### src/d2d_pkg.sv
// Package for the disparity-to-depth converter.
// Holds shared widths, register indexes, the pipeline lane type and the divider step.
// No dependencies.
package d2d_pkg;

  localparam int RAW_W      = 16;
  localparam int FB_W       = 32;
  localparam int SCALE_W    = 8;
  localparam int PROD_W     = FB_W + SCALE_W;
  localparam int Q_W        = 32;
  localparam int MM_W       = 16;
  localparam int MNUM_W     = 34;
  localparam int CFG_IDX_W  = 8;
  localparam int CFG_DATA_W = 32;

  localparam int DIV_STAGES     = 8;
  localparam int Q_STEPS        = Q_W / DIV_STAGES;
  localparam int MM_STEPS       = MM_W / DIV_STAGES;

  localparam logic [SCALE_W-1:0] SCALE_RESET = 8'd32;

  localparam logic [CFG_IDX_W-1:0] REG_FOCAL_BASELINE = 8'd0;
  localparam logic [CFG_IDX_W-1:0] REG_DISP_SCALE     = 8'd1;
  localparam logic [CFG_IDX_W-1:0] REG_CALIB_OK       = 8'd2;

  // Payload carried through the divider stages.
  typedef struct packed {
    logic             zero;
    logic [RAW_W-1:0] raw;
    logic             q_sat;
    logic             mm_sat;
    logic [RAW_W-1:0] q_rem;
    logic [Q_W-1:0]   q_sh;
    logic [RAW_W-1:0] mm_rem;
    logic [MM_W-1:0]  mm_sh;
  } d2d_lane_t;

  // One restoring division step: returns {quotient bit, new remainder}.
  function automatic logic [RAW_W:0] div_step(input logic [RAW_W-1:0] rem,
                                              input logic             nbit,
                                              input logic [RAW_W-1:0] den);
    logic [RAW_W:0] t;
    logic [RAW_W:0] d;
    logic [RAW_W:0] diff;
    t    = {rem, nbit};
    d    = {1'b0, den};
    diff = t - d;
    if (t >= d) begin
      div_step = {1'b1, diff[RAW_W-1:0]};
    end else begin
      div_step = {1'b0, t[RAW_W-1:0]};
    end
  endfunction

endpackage

### src/d2d_front.sv
// Front end of the converter: scale multiply, millimetre numerator and divider setup.
// Depends on d2d_pkg.
module d2d_front (
  input  logic                         clk,
  input  logic                         rst_n,
  input  logic                         in_vld,
  input  logic [d2d_pkg::RAW_W-1:0]    in_raw,
  input  logic [d2d_pkg::FB_W-1:0]     focal_baseline,
  input  logic [d2d_pkg::SCALE_W-1:0]  disp_scale,
  output logic                         lane_vld,
  output d2d_pkg::d2d_lane_t           lane
);
  import d2d_pkg::*;

  logic                vld1_r;
  logic [RAW_W-1:0]    raw1_r;
  logic [PROD_W-1:0]   prod_r;
  logic                vld2_r;
  d2d_lane_t           lane_r;
  d2d_lane_t           lane_nxt;
  logic [PROD_W+11:0]  mnum_full;
  logic [MNUM_W-1:0]   mnum;

  // Stage 1: focal baseline times scale.
  always_ff @(posedge clk) begin
    if (!rst_n) begin
      vld1_r <= 1'b0;
    end else begin
      vld1_r <= in_vld;
    end
  end

  always_ff @(posedge clk) begin
    raw1_r <= in_raw;
    prod_r <= PROD_W'(focal_baseline) * PROD_W'(disp_scale);
  end

  // Stage 2: M = (2000 * prod + 65536 * raw) >> 17; 2000 = 2048 - 32 - 16.
  always_comb begin
    mnum_full = ({12'd0, prod_r} << 11) - ({12'd0, prod_r} << 5) - ({12'd0, prod_r} << 4)
              + ({(PROD_W+12-RAW_W)'(0), raw1_r} << 16);
    mnum      = mnum_full[MNUM_W+16:17];

    lane_nxt.zero   = (raw1_r == '0);
    lane_nxt.raw    = raw1_r;
    lane_nxt.q_sat  = ({8'd0, prod_r[PROD_W-1:Q_W]} >= raw1_r);
    lane_nxt.mm_sat = (mnum[MNUM_W-1:MM_W] >= {2'b00, raw1_r});
    lane_nxt.q_rem  = {8'd0, prod_r[PROD_W-1:Q_W]};
    lane_nxt.q_sh   = prod_r[Q_W-1:0];
    lane_nxt.mm_rem = mnum[MM_W+RAW_W-1:MM_W];
    lane_nxt.mm_sh  = mnum[MM_W-1:0];
  end

  always_ff @(posedge clk) begin
    if (!rst_n) begin
      vld2_r <= 1'b0;
    end else begin
      vld2_r <= vld1_r;
    end
  end

  always_ff @(posedge clk) begin
    lane_r <= lane_nxt;
  end

  assign lane_vld = vld2_r;
  assign lane     = lane_r;

endmodule

### src/d2d_div_stage.sv
// One divider stage: a few restoring steps for the depth quotient and the millimetre quotient.
// Depends on d2d_pkg.
module d2d_div_stage (
  input  logic                clk,
  input  logic                rst_n,
  input  logic                in_vld,
  input  d2d_pkg::d2d_lane_t  in_lane,
  output logic                out_vld,
  output d2d_pkg::d2d_lane_t  out_lane
);
  import d2d_pkg::*;

  logic       vld_r;
  d2d_lane_t  lane_r;
  d2d_lane_t  lane_nxt;
  logic [RAW_W:0] st;

  always_comb begin
    lane_nxt = in_lane;
    for (int i = 0; i < Q_STEPS; i++) begin
      st            = div_step(lane_nxt.q_rem, lane_nxt.q_sh[Q_W-1], lane_nxt.raw);
      lane_nxt.q_rem = st[RAW_W-1:0];
      lane_nxt.q_sh  = {lane_nxt.q_sh[Q_W-2:0], st[RAW_W]};
    end
    for (int j = 0; j < MM_STEPS; j++) begin
      st             = div_step(lane_nxt.mm_rem, lane_nxt.mm_sh[MM_W-1], lane_nxt.raw);
      lane_nxt.mm_rem = st[RAW_W-1:0];
      lane_nxt.mm_sh  = {lane_nxt.mm_sh[MM_W-2:0], st[RAW_W]};
    end
  end

  always_ff @(posedge clk) begin
    if (!rst_n) begin
      vld_r <= 1'b0;
    end else begin
      vld_r <= in_vld;
    end
  end

  always_ff @(posedge clk) begin
    lane_r <= lane_nxt;
  end

  assign out_vld  = vld_r;
  assign out_lane = lane_r;

endmodule

### src/d2d_round.sv
// Output stage: rounds the depth quotient, saturates both quotients and registers the result.
// Depends on d2d_pkg.
module d2d_round (
  input  logic                      clk,
  input  logic                      rst_n,
  input  logic                      in_vld,
  input  d2d_pkg::d2d_lane_t        in_lane,
  output logic                      out_vld,
  output logic [d2d_pkg::Q_W-1:0]   depth_q16,
  output logic [d2d_pkg::MM_W-1:0]  range_mm,
  output logic                      pixel_valid
);
  import d2d_pkg::*;

  logic              vld_r;
  logic [Q_W-1:0]    q_r;
  logic [Q_W-1:0]    q_nxt;
  logic [MM_W-1:0]   mm_r;
  logic [MM_W-1:0]   mm_nxt;
  logic              pv_r;
  logic              rnd;
  logic [Q_W:0]      q_sum;

  always_comb begin
    // Round half up: remainder at least half the divisor.
    rnd   = ({in_lane.q_rem, 1'b0} >= {1'b0, in_lane.raw});
    q_sum = {1'b0, in_lane.q_sh} + {{Q_W{1'b0}}, rnd};
    if (in_lane.zero) begin
      q_nxt  = '0;
      mm_nxt = '0;
    end else begin
      q_nxt  = (in_lane.q_sat || q_sum[Q_W]) ? '1 : q_sum[Q_W-1:0];
      mm_nxt = in_lane.mm_sat ? '1 : in_lane.mm_sh;
    end
  end

  always_ff @(posedge clk) begin
    if (!rst_n) begin
      vld_r <= 1'b0;
    end else begin
      vld_r <= in_vld;
    end
  end

  always_ff @(posedge clk) begin
    q_r  <= q_nxt;
    mm_r <= mm_nxt;
    pv_r <= !in_lane.zero;
  end

  assign out_vld     = vld_r;
  assign depth_q16   = q_r;
  assign range_mm    = mm_r;
  assign pixel_valid = pv_r;

endmodule

### src/disparity_to_depth_converter.sv
// Top level of the stereo disparity-to-depth converter.
// Depends on d2d_pkg, d2d_front, d2d_div_stage and d2d_round.
//
//   Channel   Handshake            Payload
//   -------   ------------------   ------------------------------------------
//   input     start / busy         in_raw_disparity
//   result    out_valid (strobe)   out_depth_q16, out_range_mm, out_pixel_valid
//   config    cfg_valid/cfg_ready  cfg_index, cfg_data
//
// A new pixel may be started in every clock cycle; busy is always low.
// Each result passes through one multiply stage,
// one setup stage, eight divider stages and one output stage.
// Synchronous active-low reset clears every valid bit and the configuration registers.
// The receiver cannot stall, so the pipeline simply advances every cycle.
module disparity_to_depth_converter (
  input  logic                             clk,
  input  logic                             rst_n,
  input  logic                             start,
  output logic                             busy,
  input  logic [d2d_pkg::RAW_W-1:0]        in_raw_disparity,
  output logic                             out_valid,
  output logic [d2d_pkg::Q_W-1:0]          out_depth_q16,
  output logic [d2d_pkg::MM_W-1:0]         out_range_mm,
  output logic                             out_pixel_valid,
  input  logic                             cfg_valid,
  output logic                             cfg_ready,
  input  logic [d2d_pkg::CFG_IDX_W-1:0]    cfg_index,
  input  logic [d2d_pkg::CFG_DATA_W-1:0]   cfg_data
);
  import d2d_pkg::*;

  logic [FB_W-1:0]    focal_r;
  logic [SCALE_W-1:0] scale_r;
  logic               calib_r;

  logic               accept;
  logic [DIV_STAGES:0] div_vld;
  d2d_lane_t          div_lane [0:DIV_STAGES];

  // The pipeline never holds back, so start is always honored.
  assign busy      = 1'b0;
  assign cfg_ready = 1'b1;

  // Pixels taken while calibration is invalid never enter the pipeline, so they
  // produce no result transaction.
  assign accept = start && !busy && calib_r;

  // Configuration registers. Writes to indexes past the list are dropped.
  always_ff @(posedge clk) begin
    if (!rst_n) begin
      focal_r <= '0;
      scale_r <= SCALE_RESET;
      calib_r <= 1'b0;
    end else if (cfg_valid && cfg_ready) begin
      unique case (cfg_index)
        REG_FOCAL_BASELINE: focal_r <= cfg_data[FB_W-1:0];
        REG_DISP_SCALE:     scale_r <= cfg_data[SCALE_W-1:0];
        REG_CALIB_OK:       calib_r <= cfg_data[0];
        default:            ;
      endcase
    end
  end

  // Multiply by the scale and prepare both dividends. The depth quotient is
  // floor(prod / raw) rounded afterwards from its remainder; the millimetre
  // quotient folds its rounding offset into the dividend before dividing.
  d2d_front u_front (
    .clk            (clk),
    .rst_n          (rst_n),
    .in_vld         (accept),
    .in_raw         (in_raw_disparity),
    .focal_baseline (focal_r),
    .disp_scale     (scale_r),
    .lane_vld       (div_vld[0]),
    .lane           (div_lane[0])
  );

  // Restoring divider spread over the stages: each stage retires four depth
  // quotient bits and two millimetre quotient bits.
  for (genvar g = 0; g < DIV_STAGES; g++) begin : g_div
    d2d_div_stage u_stage (
      .clk      (clk),
      .rst_n    (rst_n),
      .in_vld   (div_vld[g]),
      .in_lane  (div_lane[g]),
      .out_vld  (div_vld[g+1]),
      .out_lane (div_lane[g+1])
    );
  end

  // Rounding, saturation and the invalid-pixel case, then the output register.
  d2d_round u_round (
    .clk         (clk),
    .rst_n       (rst_n),
    .in_vld      (div_vld[DIV_STAGES]),
    .in_lane     (div_lane[DIV_STAGES]),
    .out_vld     (out_valid),
    .depth_q16   (out_depth_q16),
    .range_mm    (out_range_mm),
    .pixel_valid (out_pixel_valid)
  );

endmodule

### config.mk
export PLATFORM = sky130hd
export DESIGN_NAME = disparity_to_depth_converter
export DESIGN_NICKNAME = d
export VERILOG_FILES = /design/src/d2d_pkg.sv /design/src/d2d_front.sv /design/src/d2d_div_stage.sv /design/src/d2d_round.sv /design/src/disparity_to_depth_converter.sv
export SDC_FILE = /design/constraint.sdc
export NUM_CORES = 2
export LEC_CHECK = 0
export BUFFER_PORTS_ARGS = -buffer_cell sky130_fd_sc_hd__buf_4
export CORE_UTILIZATION = 35
export CTS_CLUSTER_SIZE = 12
export DETAILED_ROUTE_END_ITERATION = 10
export GPL_TIMING_DRIVEN = 0
export PLACE_DENSITY = 0.55
export SETUP_SLACK_MARGIN = 0.5
export SLEW_MARGIN = 20
export SYNTH_ARGS = -nofsm -noshare
export SYNTH_HDL_FRONTEND = slang
export SYNTH_HIERARCHICAL = 1
export SYNTH_SLANG_ARGS = --single-unit
### constraint.sdc
create_clock -name clk -period 9.5 [get_ports clk]
set_input_delay 0.475 -clock clk [delete_from_list [all_inputs] [get_ports clk]]
set_output_delay 0.475 -clock clk [all_outputs]
set_load 0.05 [all_outputs]
==> key figures <==
Place
  • I/O Buffers: approximately 110
  • DP HPWL: 183000 um
  • Gpl congestion: 0.899

Drt
  • Vias per cell: 5.27
  • DRT iter0 DRCs: 3542
  • Routed wire length: ~250000 um
  • First drt pass iteration count: 6
  • DRT antenna net count: 0
  • Avg WL per Cell: 19.3 um
  • Remaining DRCs: 0
  • Vias: 67373

Clocking
  • Longest Clk Path Bufs: 3
  • H-tree levels: 3
  • Root buf cell: clkbuf_16
  • TritonCTS buffer count: 116
  • Clk_lat worst skew: 0.78 ns
  • Worst-path clk slew: approximately 0.06 ns
  • Clk sinks: 1024
  • CTS tree: built

Min path
  • Min-delay src: cfg_data[0]
  • Worst hold path class: in -> reg

Synth
  • Yosys Warn Count: 6
  • Synth Cell Area: 0.0792 mm2
  • Post-Syn Instances: 8807
  • Post-synthesis area per instance: 8.99 um2

Timing
  • Clk_skew: 0.0586 ns
  • Fmax: roughly 0.11 GHz
  • Final cycle utilization of the critical path: 95.6%
  • Final Max Slew Viols: 0
  • Tmin final: just over 9 ns
  • RSZ-0062 raised after global routing: yes
  • Final setup violating endpoints: 0
  • Final hold violation count: 0
  • Slew margin rel.: 27.9%
  • Worst-Margin Slew: ~1.1 ns

Setup path
  • Most frequent cell on the critical path: ha_4
  • Reg2reg start: g_div[2].u_stage/out_lane[85]
  • Crit path launch type: flop
  • Slowest cell on the critical path: dfxtp_2
  • Worst EP arrival: 9.73 ns
  • Critical-path maximum fanout: 7
  • CP peak stage delay: 0.36 ns
  • Worst path required time: 10.14 ns
  • CP Class: reg -> reg
  • Endpoint type of the worst setup path: flop
  • Setup crit start: g_div[2].u_stage/out_lane[85]

Global routing
  • GR Util met1: 25.8%
  • GR Layer Usage met3: between 1.5 and 2%
  • Largest net degree at the start of global routing: 18
  • First-pass GRT wire length: 374000 um
  • M2 GR Usage: 36.3%
  • Vias in the first global route: about 67000
  • Initial antenna violation count: 5
  • Total track usage: 20.7%
  • Grt ovf: 0
  • Layer with the highest usage: met2

Die
  • CORE AREA: 0.225 mm2
  • Die H: roughly 480 um
  • Die ar.: 0.228 mm2
  • Num ports: ~110
  • Die width: 478 um
  • Initial Utilization: between 30% and 40%
  • Core Rows: 174

Finish
  • Layout cell share with drive strength beyond 1: 24.1%
  • Area occupied by multi-input gates: between 0.05 and 0.06 mm2
  • Fillers: around 21000
  • Final core occ: 44.0%
  • Layout Nets: 10979
  • Register area: between 0.02 and 0.025 mm2
  • Area growth, synth to finish: 25.1%

Job
  • Max cap viols: 0

Outcome
  • Status: finished clean
per-layer routing:
| metal | routed length [um] | part of all wire [%] | vias to the layer above |
|---|---|---|---|
| li1 | - | - | 33086 |
| met1 | 107000 | 43 | 32567 |
| met2 | 120000 | 49 | 1357 |
| met3 | 8930 | 3.6 | 361 |
| met4 | 10700 | 4.3 | 2 |
| met5 | 13 | 0.0053 | - |
timing repair:
item	in CTS	in global routing
gates cloned	6	6
buffers inserted	357	229
setup endpoints to repair	136	136
pin swaps	182	241
hold endpoints to repair	66	0
hold buffers	52	0
resized for setup	599	573
layout make-up:
cell class | count | share of cell area, %
antenna | 19 | 0.0480
buffer | 159 | 1.39
clock buffer | 146 | 3.17
clock inverter | 49 | 0.694
inverter | 755 | 3.34
multi-input combinational | 6876 | 60.2
sequential | 1024 | 20.9
tap | 2992 | 3.78
timing repair buffer | 760 | 6.48
final timing paths:
check	endpoint	slack (ns)	cells after the start
worst max-delay path	g_div[3].u_stage/out_lane[74]	0.41	46
worst min-delay path	scale_r[0]	0.08	3
worst max register to register	g_div[3].u_stage/out_lane[74]	0.41	46
worst min register to register	g_div[4].u_stage/out_lane[41]	0.29	0
per-stage QoR:
step           instance area, um2  cells  hold WS (ns)  worst slack [ns]  setup TNS, ns
2_1_floorplan               79900   8814         0.310             0.513              0
3_3_place_gp                84400  11915         0.310             -1.65        -179.84
3_5_place_dp                84500  11916         0.312             -1.75        -191.67
4_1_cts                     94500  12526        0.0174             0.318              0
5_1_grt                     99000  12776        0.0852            0.0707              0
6_report                    99000  12780        0.0836             0.414              0
placed cells by master, fill, tap and decap left out, types with 168 or more instances in the layout:
cell / count
ha_1: 736
nand2_1: 635
nand3_1: 181
buf_4: 646
inv_1: 621
a21o_1: 285
nor2_1: 496
o21ai_0: 381
xnor2_1: 416
mux2_2: 290
a21oi_1: 532
xor2_1: 178
fa_1: 276
dfxtp_1: 935
ha_4: 168
worst max-delay path, delay by kind of cell (launching register included):
kind | cells | cell delay, ns
AOI/OAI and AO/OA | 25 | 4.58
adders and majority gates | 4 | 1.08
buffers and inverters | 9 | 1.37
DFF | 1 | 0.36
muxes | 3 | 0.89
and+or+nand+nor | 5 | 0.68
state kept, by name, indices dropped and copies added (netlist names):
signal,count
focal_r,32
calib_r,1
g_div.u_stage/out_lane,776
u_round/depth_q16,32
u_front/lane_vld,1
u_front/vld1_r,1
u_round/pixel_valid,1
u_front/lane,91
u_front/prod_r,40
scale_r,8
u_round/range_mm,16
g_div.u_stage/out_vld,8
u_round/out_vld,1
u_front/raw1_r,16
Power is left out: the tool's default activity adds up to more than one toggle a clock period on the data nets, which glitch-free logic cannot reach.
